**src/ppcm_pkg.sv**
```systemverilog
// ----------------------------------------------------------------------------
// ppcm_pkg
// Shared constants and types for the periodic point to cell mapper.
// ----------------------------------------------------------------------------
package ppcm_pkg;

	localparam int MAX_CELLS_DEF  = 64;
	localparam int COORD_BITS_DEF = 32;

	localparam int FIELD_W   = 32;
	localparam int CELL_W    = 7;
	localparam int CFG_IDX_W = 3;

	localparam logic [CFG_IDX_W-1:0] REG_BOX_X   = 3'd0;
	localparam logic [CFG_IDX_W-1:0] REG_BOX_Y   = 3'd1;
	localparam logic [CFG_IDX_W-1:0] REG_LO_X    = 3'd2;
	localparam logic [CFG_IDX_W-1:0] REG_LO_Y    = 3'd3;
	localparam logic [CFG_IDX_W-1:0] REG_SIZE_X  = 3'd4;
	localparam logic [CFG_IDX_W-1:0] REG_SIZE_Y  = 3'd5;
	localparam logic [CFG_IDX_W-1:0] REG_CELLS_X = 3'd6;
	localparam logic [CFG_IDX_W-1:0] REG_CELLS_Y = 3'd7;

	localparam logic [FIELD_W-1:0] RST_BOX   = 32'd65536;
	localparam logic [FIELD_W-1:0] RST_LO    = 32'd0;
	localparam logic [FIELD_W-1:0] RST_SIZE  = 32'd32768;
	localparam logic [CELL_W-1:0]  RST_CELLS = 7'd2;

	typedef struct packed {
		logic below;
		logic above;
	} ring_t;

endpackage

```
**src/ppcm_div_cell.sv**
```systemverilog
// ----------------------------------------------------------------------------
// ppcm_div_cell
// One restoring-division cell: resolves one quotient bit of offset / size.
// ----------------------------------------------------------------------------
module ppcm_div_cell import ppcm_pkg::*; #(
	parameter int COORD_BITS = COORD_BITS_DEF,
	parameter int QB         = $clog2(MAX_CELLS_DEF),
	parameter int K          = 0,
	parameter int DW         = COORD_BITS + QB
) (
	input  logic                  clk,
	input  logic                  en,
	input  logic [COORD_BITS-1:0] size,
	input  logic [DW-1:0]         r_in,
	input  logic [QB-1:0]         q_in,
	input  ring_t                 ring_in,
	output logic [DW-1:0]         r_out,
	output logic [QB-1:0]         q_out,
	output ring_t                 ring_out
);

	logic [DW-1:0] div_sh;
	logic          take;
	logic [DW-1:0] r_q;
	logic [QB-1:0] q_q;
	ring_t         ring_q;

	assign div_sh = DW'(size) << K;
	assign take   = r_in >= div_sh;

	always_ff @(posedge clk) begin
		if (en) begin
			r_q    <= take ? r_in - div_sh : r_in;
			q_q    <= q_in | (QB'(take) << K);
			ring_q <= ring_in;
		end
	end

	assign r_out    = r_q;
	assign q_out    = q_q;
	assign ring_out = ring_q;

endmodule

```
**config.mk**
```make
export PLATFORM = sky130hd
export DESIGN_NAME = ppcm_div_cell
export DESIGN_NICKNAME = d
export VERILOG_FILES = /design/src/ppcm_pkg.sv /design/src/ppcm_div_cell.sv
export SDC_FILE = /design/constraint.sdc
export NUM_CORES = 1
export LEC_CHECK = 0
export ABC_AREA = 1
export BUFFER_PORTS_ARGS = -buffer_cell sky130_fd_sc_hd__buf_2
export CAP_MARGIN = 20
export CORE_MARGIN = 5
export CORE_UTILIZATION = 29
export CTS_BUF_LIST = sky130_fd_sc_hd__clkbuf_8
export DETAILED_ROUTE_END_ITERATION = 10
export SYNTH_ARGS = -nofsm -noshare
export SYNTH_HDL_FRONTEND = slang
export SYNTH_SLANG_ARGS = --single-unit
```
**constraint.sdc**
```tcl
create_clock -name clk -period 6.8 [get_ports clk]
set_clock_uncertainty 0.15 [all_clocks]
set_input_delay 1.36 -clock clk [delete_from_list [all_inputs] [get_ports clk]]
set_output_delay 1.36 -clock clk [all_outputs]
set_load 0.02 [all_outputs]
```
==> results.json <==
{
  "p_leak_uw": 0.00348,
  "mostFrequentLayoutCell": "nand2_1",
  "critical_path.top_delay_family": "simple AND/OR/NAND/NOR gates",
  "yosys_warnings": 0,
  "drt_iter0_drc": 356,
  "min_period_over_period_pct": 53.1,
  "hp-class": "primary input to flop",
  "critPathLaunchType": "primary input",
  "max_freq_mhz": 277,
  "rsz0062_at_grt": "false",
  "crit_fanout": 35,
  "register_area_sq_mm": 0.00138,
  "yosysSeqAreaShare_pct": 27.6,
  "core_sq_mm": 0.0171,
  "wl_microns": 16000,
  "synth_nets": 936,
  "gp_congestion": 0.946,
  "multi_input_area_sq_mm": 0.00292,
  "holdWs_ps": 1060,
  "ant_nets": 0,
  "initial_core_util_pct": 29.2,
  "cp_common_cell": "nand2_1",
  "synth_xor_area_share_pct": 3.33,
  "setup_viol": 0,
  "layout_common_cells": "367 x nand2_1, 169 x inv_1, 125 x buf_2",
  "grt_max_degree": 47,
  "period_minus_slack_ps": 3610,
  "postCtsSetupRepairBufs": 0,
  "drive_gt1_share_pct": 17.5,
  "yosys.area_share.simple_pct": 42.6,
  "vdd_drop_max_mv": 0.0646,
  "end_kind": "flop",
  "clock_path_buffers": 2,
  "n_antenna_cell": 0,
  "synth-compound-area-share_pct": 3.98,
  "antenna_found_initial": 1,
  "ioPinCount": 126,
  "cp-endpoint": "r_out[18]",
  "syn-mean-instance-area_sq_um": 6.08,
  "crit_start": "r_in[28]",
  "worstSetupPathDepth": 13,
  "drv_cap": 0,
  "critPathBufInv": 1,
  "avgRoutedWirePerCell_microns": 13.6,
  "fin_tns_setup_ps": 0,
  "drcViolationCount": 0,
  "cts-resized-gates": 0,
  "io_buffers": 125,
  "cts_tree": "built",
  "grt_pass1_vias": 5220,
  "clk_pin_slew_ps": 90,
  "synthCells": 823,
  "area_delta_synth_final_pct": 19.4,
  "dpl.hpwl_microns": 13400,
  "power.density_mw_per_mm2": 166,
  "final_area_sq_mm": 0.00597,
  "synth-seq-cells": 46,
  "slowest_delay_ps": 400,
  "worstPathArrival_ps": 3540,
  "cp_cell_sequence": "buf_2 > ha_1 > nand2_1 > nor2_2 > nand2_1 > nor2_2 > nand4_2 > nand2_1 > nor2_1 > nand2_2 > nand2_4 > nand2_1 > nand2_1",
  "cts_buffers": 5,
  "die_x_microns": 141,
  "slew-limit-headroom_pct": 58.6,
  "nets": 1063,
  "cts.sinks": 46,
  "viasPerCell": 4.37,
  "grt_usage_pct": 16.3,
  "worstPathRequired_ps": 6730,
  "chipHeight_microns": 141,
  "postLayoutCoreUtil_pct": 34.9,
  "synthAdderAreaFrac_pct": 8.41,
  "synthMuxAreaShare_pct": 0,
  "htree_levels": 2,
  "grt_pass1_wl_microns": 26000,
  "placed_area_sq_mm": 0.00584,
  "rows": 48,
  "status": "finished, final reports clean",
  "ys_types": 30,
  "crit_type": "primary input to flop",
  "tightestPinTransition_ps": 616,
  "slew_viol_final": 0,
  "root_buffer": "clkbuf_8",
  "gr-total-overflow": 0,
  "synth_top_family_by_area": "simple AND/OR/NAND/NOR gates",
  "slowest_stage": "ha_1",
  "dieArea_sq_mm": 0.0200,
  "num_vias": 5138,
  "cts_hold_buf": 0,
  "pre_cts_slack_ps": 2860,
  "setup_slack_ps": 3190,
  "synth_area_sq_mm": 0.00500,
  "drt_pre_antenna_iters": 4,
  "fillers": 1973,
  "hold_viol": 0
}
[synthesized netlist by cell type]
library cell / instances / area share [%]
a21boi_2: 1 / 0.23
a21oi_1: 21 / 2.1
a21oi_2: 4 / 0.70
buf_6: 6 / 1.4
edfxtp_1: 46 / 28
fa_1: 1 / 0.40
ha_1: 32 / 8.0
inv_1: 168 / 13
inv_2: 1 / 0.075
nand2_1: 367 / 28
nand2_2: 13 / 1.6
nand2_4: 1 / 0.23
nand3_1: 33 / 3.3
nand3_2: 1 / 0.20
nand3b_1: 5 / 0.75
nand4_1: 7 / 0.88
nand4_2: 1 / 0.25
nand4_4: 1 / 0.43
nor2_1: 70 / 5.3
nor2_2: 6 / 0.75
nor2_4: 1 / 0.23
nor3_1: 6 / 0.60
nor3_2: 1 / 0.20
o21a_1: 1 / 0.15
o21ai_0: 5 / 0.50
o21bai_1: 2 / 0.30
or2_1: 1 / 0.13
or2_2: 2 / 0.25
xnor2_1: 3 / 0.53
xor2_1: 16 / 2.8
[how the worst min path moves through the flow]
stage | depth (start not counted) | slack, ps | endpoint | from
global placement | 1 | 1390 | q_out[4] | q_in[4]
CTS | 1 | 1040 | ring_out[1] | ring_in[1]
detailed placement | 1 | 1390 | ring_out[0] | ring_in[0]
finish | 1 | 1060 | ring_out[1] | ring_in[1]
global route | 1 | 1040 | ring_out[1] | ring_in[1]
floorplan | 0 | 1310 | q_out[1] | q_in[1]
[where the power goes]
part | internal (uW) | total [uW] | switching, uW
Clock | 108 | 218 | 109
Combinational | 137 | 406 | 269
Sequential | 362 | 370 | 8.02
Total | 607 | 993 | 386
[metrics by stage]
step / total power (uW) / std cells
floorplan: 650 / 823
global placement: 782 / 1167
detailed placement: 784 / 1167
CTS: 1010 / 1175
global route: 1080 / 1176
finish: 993 / 1176
[sequential cells by signal, summed over array words and instances, names as in the netlist]
register,count
ring_out,2
r_out,38
q_out,6
[logic make-up (layout without fill, tap and decap cells)]
family                     Yosys count  count (layout)
buffers and inverters              175             303
and+or+nand+nor                    516             516
AOI/OAI and AO/OA                   34              34
DFF                                 46              46
adders and majority gates           33              33
xor gates and xnor gates            19              19
[area by class of cell]
type	count	area share, %
multi-input cells	602	48.9
flip-flops and latches	46	23.1
repair buffers	126	10.8
inverters	169	10.6
well taps	225	4.72
clock buffers	5	1.15
clock inverters	3	0.692
[metal layers]
| metal | up-vias | wire length [microns] | GRT usage [%] | part of all wire, % |
|---|---|---|---|---|
| li1 | 2733 | - | - | - |
| met5 | - | 7 | 0 | 0.044 |
| met2 | 117 | 7240 | 27.2 | 45 |
| met1 | 2264 | 7530 | 21.7 | 47 |
| met4 | 2 | 368 | 4.49 | 2.3 |
| met3 | 22 | 858 | 2.90 | 5.4 |
Note: power is estimated with default switching activity, not from simulation.
