===== src/ppcm_pkg.sv =====
// ----------------------------------------------------------------------------
// ppcm_pkg
// Shared constants and types for the periodic point to cell mapper.
// ----------------------------------------------------------------------------
package ppcm_pkg;

	localparam int MAX_CELLS_DEF  = 64;
	localparam int COORD_BITS_DEF = 32;

	localparam int FIELD_W   = 32;
	localparam int CELL_W    = 7;
	localparam int CFG_IDX_W = 3;

	localparam logic [CFG_IDX_W-1:0] REG_BOX_X   = 3'd0;
	localparam logic [CFG_IDX_W-1:0] REG_BOX_Y   = 3'd1;
	localparam logic [CFG_IDX_W-1:0] REG_LO_X    = 3'd2;
	localparam logic [CFG_IDX_W-1:0] REG_LO_Y    = 3'd3;
	localparam logic [CFG_IDX_W-1:0] REG_SIZE_X  = 3'd4;
	localparam logic [CFG_IDX_W-1:0] REG_SIZE_Y  = 3'd5;
	localparam logic [CFG_IDX_W-1:0] REG_CELLS_X = 3'd6;
	localparam logic [CFG_IDX_W-1:0] REG_CELLS_Y = 3'd7;

	localparam logic [FIELD_W-1:0] RST_BOX   = 32'd65536;
	localparam logic [FIELD_W-1:0] RST_LO    = 32'd0;
	localparam logic [FIELD_W-1:0] RST_SIZE  = 32'd32768;
	localparam logic [CELL_W-1:0]  RST_CELLS = 7'd2;

	typedef struct packed {
		logic below;
		logic above;
	} ring_t;

endpackage


===== src/ppcm_axis_front.sv =====
// ----------------------------------------------------------------------------
// ppcm_axis_front
// Per-axis window setup, periodic wrap, clamp and ghost-ring classification.
// ----------------------------------------------------------------------------
module ppcm_axis_front import ppcm_pkg::*; #(
	parameter int MAX_CELLS  = MAX_CELLS_DEF,
	parameter int COORD_BITS = COORD_BITS_DEF,
	parameter int NB         = $clog2(MAX_CELLS + 1),
	parameter int QB         = $clog2(MAX_CELLS),
	parameter int DW         = COORD_BITS + QB
) (
	input  logic                  clk,
	input  logic                  arst_n,
	input  logic [4:0]            en,
	input  logic [FIELD_W-1:0]    pos,
	input  logic [FIELD_W-1:0]    box,
	input  logic [FIELD_W-1:0]    lo,
	input  logic [FIELD_W-1:0]    size,
	input  logic [CELL_W-1:0]     cells,
	output logic [COORD_BITS-1:0] size_c,
	output logic [NB-1:0]         n_c,
	output ring_t                 ring,
	output logic [DW-1:0]         offset
);

	localparam int SW = COORD_BITS + NB + 2;
	localparam logic signed [SW-1:0] R_LEN  = SW'(COORD_BITS'(RST_BOX));
	localparam logic signed [SW-1:0] R_SIZE = SW'(COORD_BITS'(RST_SIZE));
	localparam logic signed [SW-1:0] R_LO   = SW'(COORD_BITS'(RST_LO));
	localparam logic signed [SW-1:0] R_PROD = R_SIZE * SW'(RST_CELLS);

	logic [COORD_BITS-1:0] box_w, lo_w, size_w;
	logic [NB-1:0]         n_w;
	logic signed [SW-1:0]  len_q, size_q, lo_q, prod_q, left_q, hi_q, right_q, rm1_q;
	logic [NB-1:0]         n_q;
	logic signed [SW-1:0]  v_s1, v_s2, v_s3, v_s4;
	ring_t                 ring_s5;
	logic [DW-1:0]         d_s5;

	always_comb begin
		box_w  = COORD_BITS'(box);
		lo_w   = COORD_BITS'(lo);
		size_w = COORD_BITS'(size);
		if (box_w == '0) box_w = COORD_BITS'(1);
		if (size_w == '0) size_w = COORD_BITS'(1);
		if (32'(cells) < 32'd2)
			n_w = NB'(2);
		else if (32'(cells) > 32'(MAX_CELLS))
			n_w = NB'(MAX_CELLS);
		else
			n_w = NB'(cells);
	end

	always_ff @(posedge clk or negedge arst_n) begin
		if (!arst_n) begin
			len_q   <= R_LEN;
			size_q  <= R_SIZE;
			lo_q    <= R_LO;
			n_q     <= NB'(RST_CELLS);
			prod_q  <= R_PROD;
			left_q  <= R_LO - R_SIZE;
			hi_q    <= R_LO + R_PROD;
			right_q <= R_LO + R_PROD + R_SIZE;
			rm1_q   <= R_LO + R_PROD + R_SIZE - SW'(1);
		end else begin
			len_q   <= SW'(box_w);
			size_q  <= SW'(size_w);
			lo_q    <= SW'(lo_w);
			n_q     <= n_w;
			prod_q  <= SW'(size_w) * SW'(n_w);
			left_q  <= SW'(lo_w) - SW'(size_w);
			hi_q    <= lo_q + prod_q;
			right_q <= lo_q + prod_q + size_q;
			rm1_q   <= lo_q + prod_q + size_q - SW'(1);
		end
	end

	always_ff @(posedge clk) begin
		if (en[0]) v_s1 <= SW'(COORD_BITS'(pos));
		if (en[1]) v_s2 <= (v_s1 < left_q) ? v_s1 + len_q : v_s1;
		if (en[2]) v_s3 <= (v_s2 >= right_q) ? v_s2 - len_q : v_s2;
		if (en[3]) begin
			if (v_s3 < left_q)
				v_s4 <= left_q;
			else if (v_s3 >= right_q)
				v_s4 <= rm1_q;
			else
				v_s4 <= v_s3;
		end
		if (en[4]) begin
			ring_s5.below <= v_s4 < lo_q;
			ring_s5.above <= v_s4 >= hi_q;
			d_s5          <= DW'(v_s4 - lo_q);
		end
	end

	assign size_c = COORD_BITS'(size_q);
	assign n_c    = n_q;
	assign ring   = ring_s5;
	assign offset = d_s5;

endmodule


===== config.mk =====
export PLATFORM = sky130hd
export DESIGN_NAME = ppcm_axis_front
export DESIGN_NICKNAME = d
export VERILOG_FILES = /design/src/ppcm_pkg.sv /design/src/ppcm_axis_front.sv
export SDC_FILE = /design/constraint.sdc
export NUM_CORES = 2
export LEC_CHECK = 0
export CORE_MARGIN = 4
export CORE_UTILIZATION = 40
export DETAILED_ROUTE_END_ITERATION = 6
export DONT_BUFFER_PORTS = 1
export PLACE_DENSITY = 0.52
export SYNTH_ARGS = -nofsm -noshare
export SYNTH_HDL_FRONTEND = slang
export SYNTH_SLANG_ARGS = --single-unit

===== constraint.sdc =====
create_clock -name clk -period 6.01 [get_ports clk]
set_input_delay 0.601 -clock clk [delete_from_list [all_inputs] [get_ports clk]]
set_output_delay 0.601 -clock clk [all_outputs]
set_load 0.005 [all_outputs]

==> flow_metrics.py <==
metrics = {
    "route": {
        "met3WireLength_um": 4585,
        "viasPerCell": 5.187,
        "drt-total-wl_um": 105700,
        "via_count": 26855,
        "ant_nets": 0,
        "m1WireLength_um": 49930,
        "drt_pass1_iterations": 5,
        "drc": 0,
        "routed.top_layer": "met5",
        "wl_per_cell_um": 20.42,
        "route.met2.wl_um": 47940,
        "first_iter_violations": 1507,
    },
    "timing": {
        "hold_ws_ns": -0.3377,
        "skew_ns": 0.02709,
        "max_slew_margin": 0.2553,
        "max_freq_mhz": 168.8,
        "finalCritPeriodShare": 0.9855,
        "min_period_ns": 5.923,
        "hold_viol_final": 257,
        "tns_ns": 0,
        "tightest_slew_ns": 1.089,
        "drv_slew": 0,
        "rsz0062_at_grt": "true",
        "setup_viol": 0,
    },
    "floorplanning": {
        "start_util": 0.4030,
        "die_w_um": 309.1,
        "rows": 110,
        "dieArea_sq_um": 95560,
        "die_height_um": 309.1,
        "ios": 221,
        "coreArea_sq_um": 90010,
    },
    "place": {
        "numPortBuffers": 0,
        "dpl.hpwl_um": 82420,
        "dp_cells": 4909,
        "gp_congestion": 0.8625,
    },
    "clock_network": {
        "cts_max_path_buffers": 3,
        "cts_tree": "built",
        "cts_hold_buf": 137,
        "root_buffer": "clkbuf_16",
        "cts.sinks": 477,
        "clk_latency_ns": 0.67,
        "htree_num_levels": 2,
        "numCtsBuffers": 58,
        "cts.clk_slew.worst_paths_ns": 0.06,
    },
    "yosys": {
        "yosys_register_bits": 477,
        "syn_nets": 4406,
        "yosysWarningCount": 0,
        "syn_inst": 3680,
        "synthDistinctLibCells": 86,
        "avgSynthCellArea_sq_um": 9.857,
        "synth_top_area_frac": 0.1766,
        "synth_area_leaders": "dfrtp_1 18%, edfxtp_1 15%, ha_1 15%, fa_1 8.6%, inv_1 4.6%",
        "syn_area_sq_um": 36270,
        "synth_edf_count": 180,
        "ys_async_sr_fraction": 0.6226,
        "synth_flop_cell": "dfrtp_1",
        "ys_seq_area_frac": 0.3553,
        "yosysTopAreaCell": "dfrtp_1",
    },
    "grt": {
        "grt_max_degree": 298,
        "grt_pass1_wl_um": 161200,
        "grt_pass1_vias": 27595,
        "track_usage": 0.2209,
        "antenna_found_initial": 2,
        "grt_overflow_total": 0,
    },
    "worst_setup_path": {
        "cp_common_cell": "o21ai_2",
        "cp_slowest_cell": "a2111o_1",
        "worstPathMaxFanout": 5,
        "path_buf_inv": 3,
        "crit_family": "compound AO/OA/AOI/OAI gates",
        "reg2reg_depth": 30,
        "start_kind": "register",
        "worst_setup_path_end_kind": "register",
        "arrival_ns": 6.46,
        "worst-setup-path-type": "reg -> reg",
        "crit_required_ns": 6.55,
        "worst_path_largest_cell_delay_ns": 0.45,
        "cp.depth": 30,
    },
    "layout": {
        "nets": 4673,
        "seqCellArea_sq_um": 12890,
        "multi_input_area_sq_um": 21820,
        "stdcell_count": 5177,
        "final_common_cell": "inv_1",
        "mostFrequentLayoutCells": "440 x inv_1, 422 x ha_1, 256 x dfrtp_1, 246 x a21oi_1, 210 x nand2_1",
        "syn_to_final_growth_pct": 17.97,
        "final.fill_count": 8550,
        "drive_gt1_frac": 0.1246,
    },
    "power_and_ir_drop": {
        "p_total_uw": 20840,
        "vdd_drop_max_v": 0.0002647,
        "leakage_uw": 0.02015,
        "p_per_area_nw_per_um2": 487.0,
    },
    "min_path": {
        "min_path_type": "in -> async",
    },
    "run": {
        "drv_cap": 0,
    },
    "run_status": {
        "failed_checks": "negative hold slack",
        "status": "finished with violations",
    },
}
-- area by class of cell --
| class | instances | area share |
|---|---|---|
| Tap cell | 1176 | 0.03439 |
| Timing Repair Buffer | 338 | 0.06857 |
| Multi-Input combinational cell | 2631 | 0.5099 |
| Clock buffer | 85 | 0.04064 |
| Sequential cell | 477 | 0.3012 |
| Inverter | 441 | 0.03868 |
| Clock inverter | 25 | 0.006404 |
| Antenna cell | 4 | 0.0002339 |
-- where the power goes --
group	switching, uW	internal (uW)
combinational	6340	5340
clock	1540	2150
sequential	718	4750
total	8600	12200
-- worst reg2reg max path: cells and delay by family, from the launching register on --
| family | cells | cell delay (ns) |
|---|---|---|
| XOR/XNOR | 2 | 0.20 |
| AND/OR/NAND/NOR | 10 | 1.75 |
| adder cells (fa/ha/maj) | 2 | 0.61 |
| flip-flops | 1 | 0.42 |
| AO/OA/AOI/OAI | 13 | 2.38 |
| buffers and inverters | 3 | 0.43 |
-- synthesized netlist by cell type (5+ instances only) --
library cell	n
nand3_1	50
nand4_1	52
o211ai_1	9
a211o_1	10
nor2_1	186
dfrtp_1	256
or3_1	11
a21boi_0	9
xor2_1	91
a2111oi_0	5
a31oi_1	17
a31o_2	9
and2_1	140
clkbuf_1	127
edfxtp_1	180
dfstp_2	41
nand2_1	212
o31ai_1	13
mux2_2	30
inv_1	441
mux2i_1	35
or4_1	7
fa_1	155
nand2b_1	48
xnor2_1	157
and3_1	25
o21ai_0	155
a311oi_1	6
o41a_1	5
a41oi_1	7
o22ai_1	9
nand3b_1	6
o31a_1	6
a21oi_1	262
o2111ai_1	5
nor3_1	74
o21a_1	52
o21bai_1	35
nor4_1	26
or2_2	15
ha_1	429
a211oi_1	18
a21o_1	116
nor2b_1	67
-- registers in the layout, summed over array words and instances, names as in the netlist --
name / cells
right_q: 41
size_q: 32
prod_q: 39
rm1_q: 41
v_s1: 32
ring: 2
v_s4: 41
lo_q: 32
v_s2: 33
hi_q: 40
n_c: 7
v_s3: 34
left_q: 33
len_q: 32
offset: 38
-- cell families (layout without fill, tap and decap cells) --
kind of cell               Yosys count  after routing  synth area share
AOI/OAI and AO/OA                  795            795            0.1397
other                                1              5         0.0001034
xor gates and xnor gates           248            248           0.05988
adders and majority gates          584            584            0.2335
muxes                               65             65           0.01897
and+or+nand+nor                    938            938            0.1332
buffers and inverters              572            889           0.05926
DFF                                477            477            0.3553
-- layer usage --
metal / vias up / track usage
li1: 13231 / -
met1: 13005 / 0.3042
met2: 480 / 0.3599
met3: 137 / 0.03362
met4: 2 / 0.07030
met5: - / 0
-- what timing repair did --
| item | in CTS | in global routing |
|---|---|---|
| resized for setup | 12 | 64 |
| endpoints found under the setup margin | 19 | 30 |
| pin swaps | 4 | 36 |
| endpoints found under the hold margin | 463 | 257 |
| buffers inserted | 6 | 11 |
-- through the flow --
step / setup WS (ns) / cell area [sq um] / hold WS [ns] / util
4_1_cts: 0.001798 / 42390 / -0.4042 / 0.4709
3_5_place_dp: -0.8637 / 38910 / 0.3337 / 0.4323
3_3_place_gp: -0.8821 / 38910 / 0.3265 / 0.4323
5_1_grt: -0.2457 / 42790 / -0.3845 / 0.4753
6_report: 0.08698 / 42790 / -0.3377 / 0.4754
2_1_floorplan: -0.2219 / 36440 / 0.3054 / -
-- path summary, 6_finish.rpt --
kind / startpoint / end / slack (ns)
hold / removal: arst_n / len_q[8]$_DFF_PN0_ / -0.34
setup reg to reg: prod_q[1]$_DFF_PN0_ / rm1_q[39]$_DFF_PN0_ / 0.09
hold reg to reg: prod_q[0]$_DFF_PN0_ / hi_q[0]$_DFF_PN0_ / 0.56
min in group clk: en[4] / offset[37]$_DFFE_PP_ / 0.06
max in group asynchronous: arst_n / hi_q[8]$_DFF_PN0_ / 5.67
setup / recovery: prod_q[1]$_DFF_PN0_ / rm1_q[39]$_DFF_PN0_ / 0.09
Note: power is estimated with default switching activity, not from simulation.
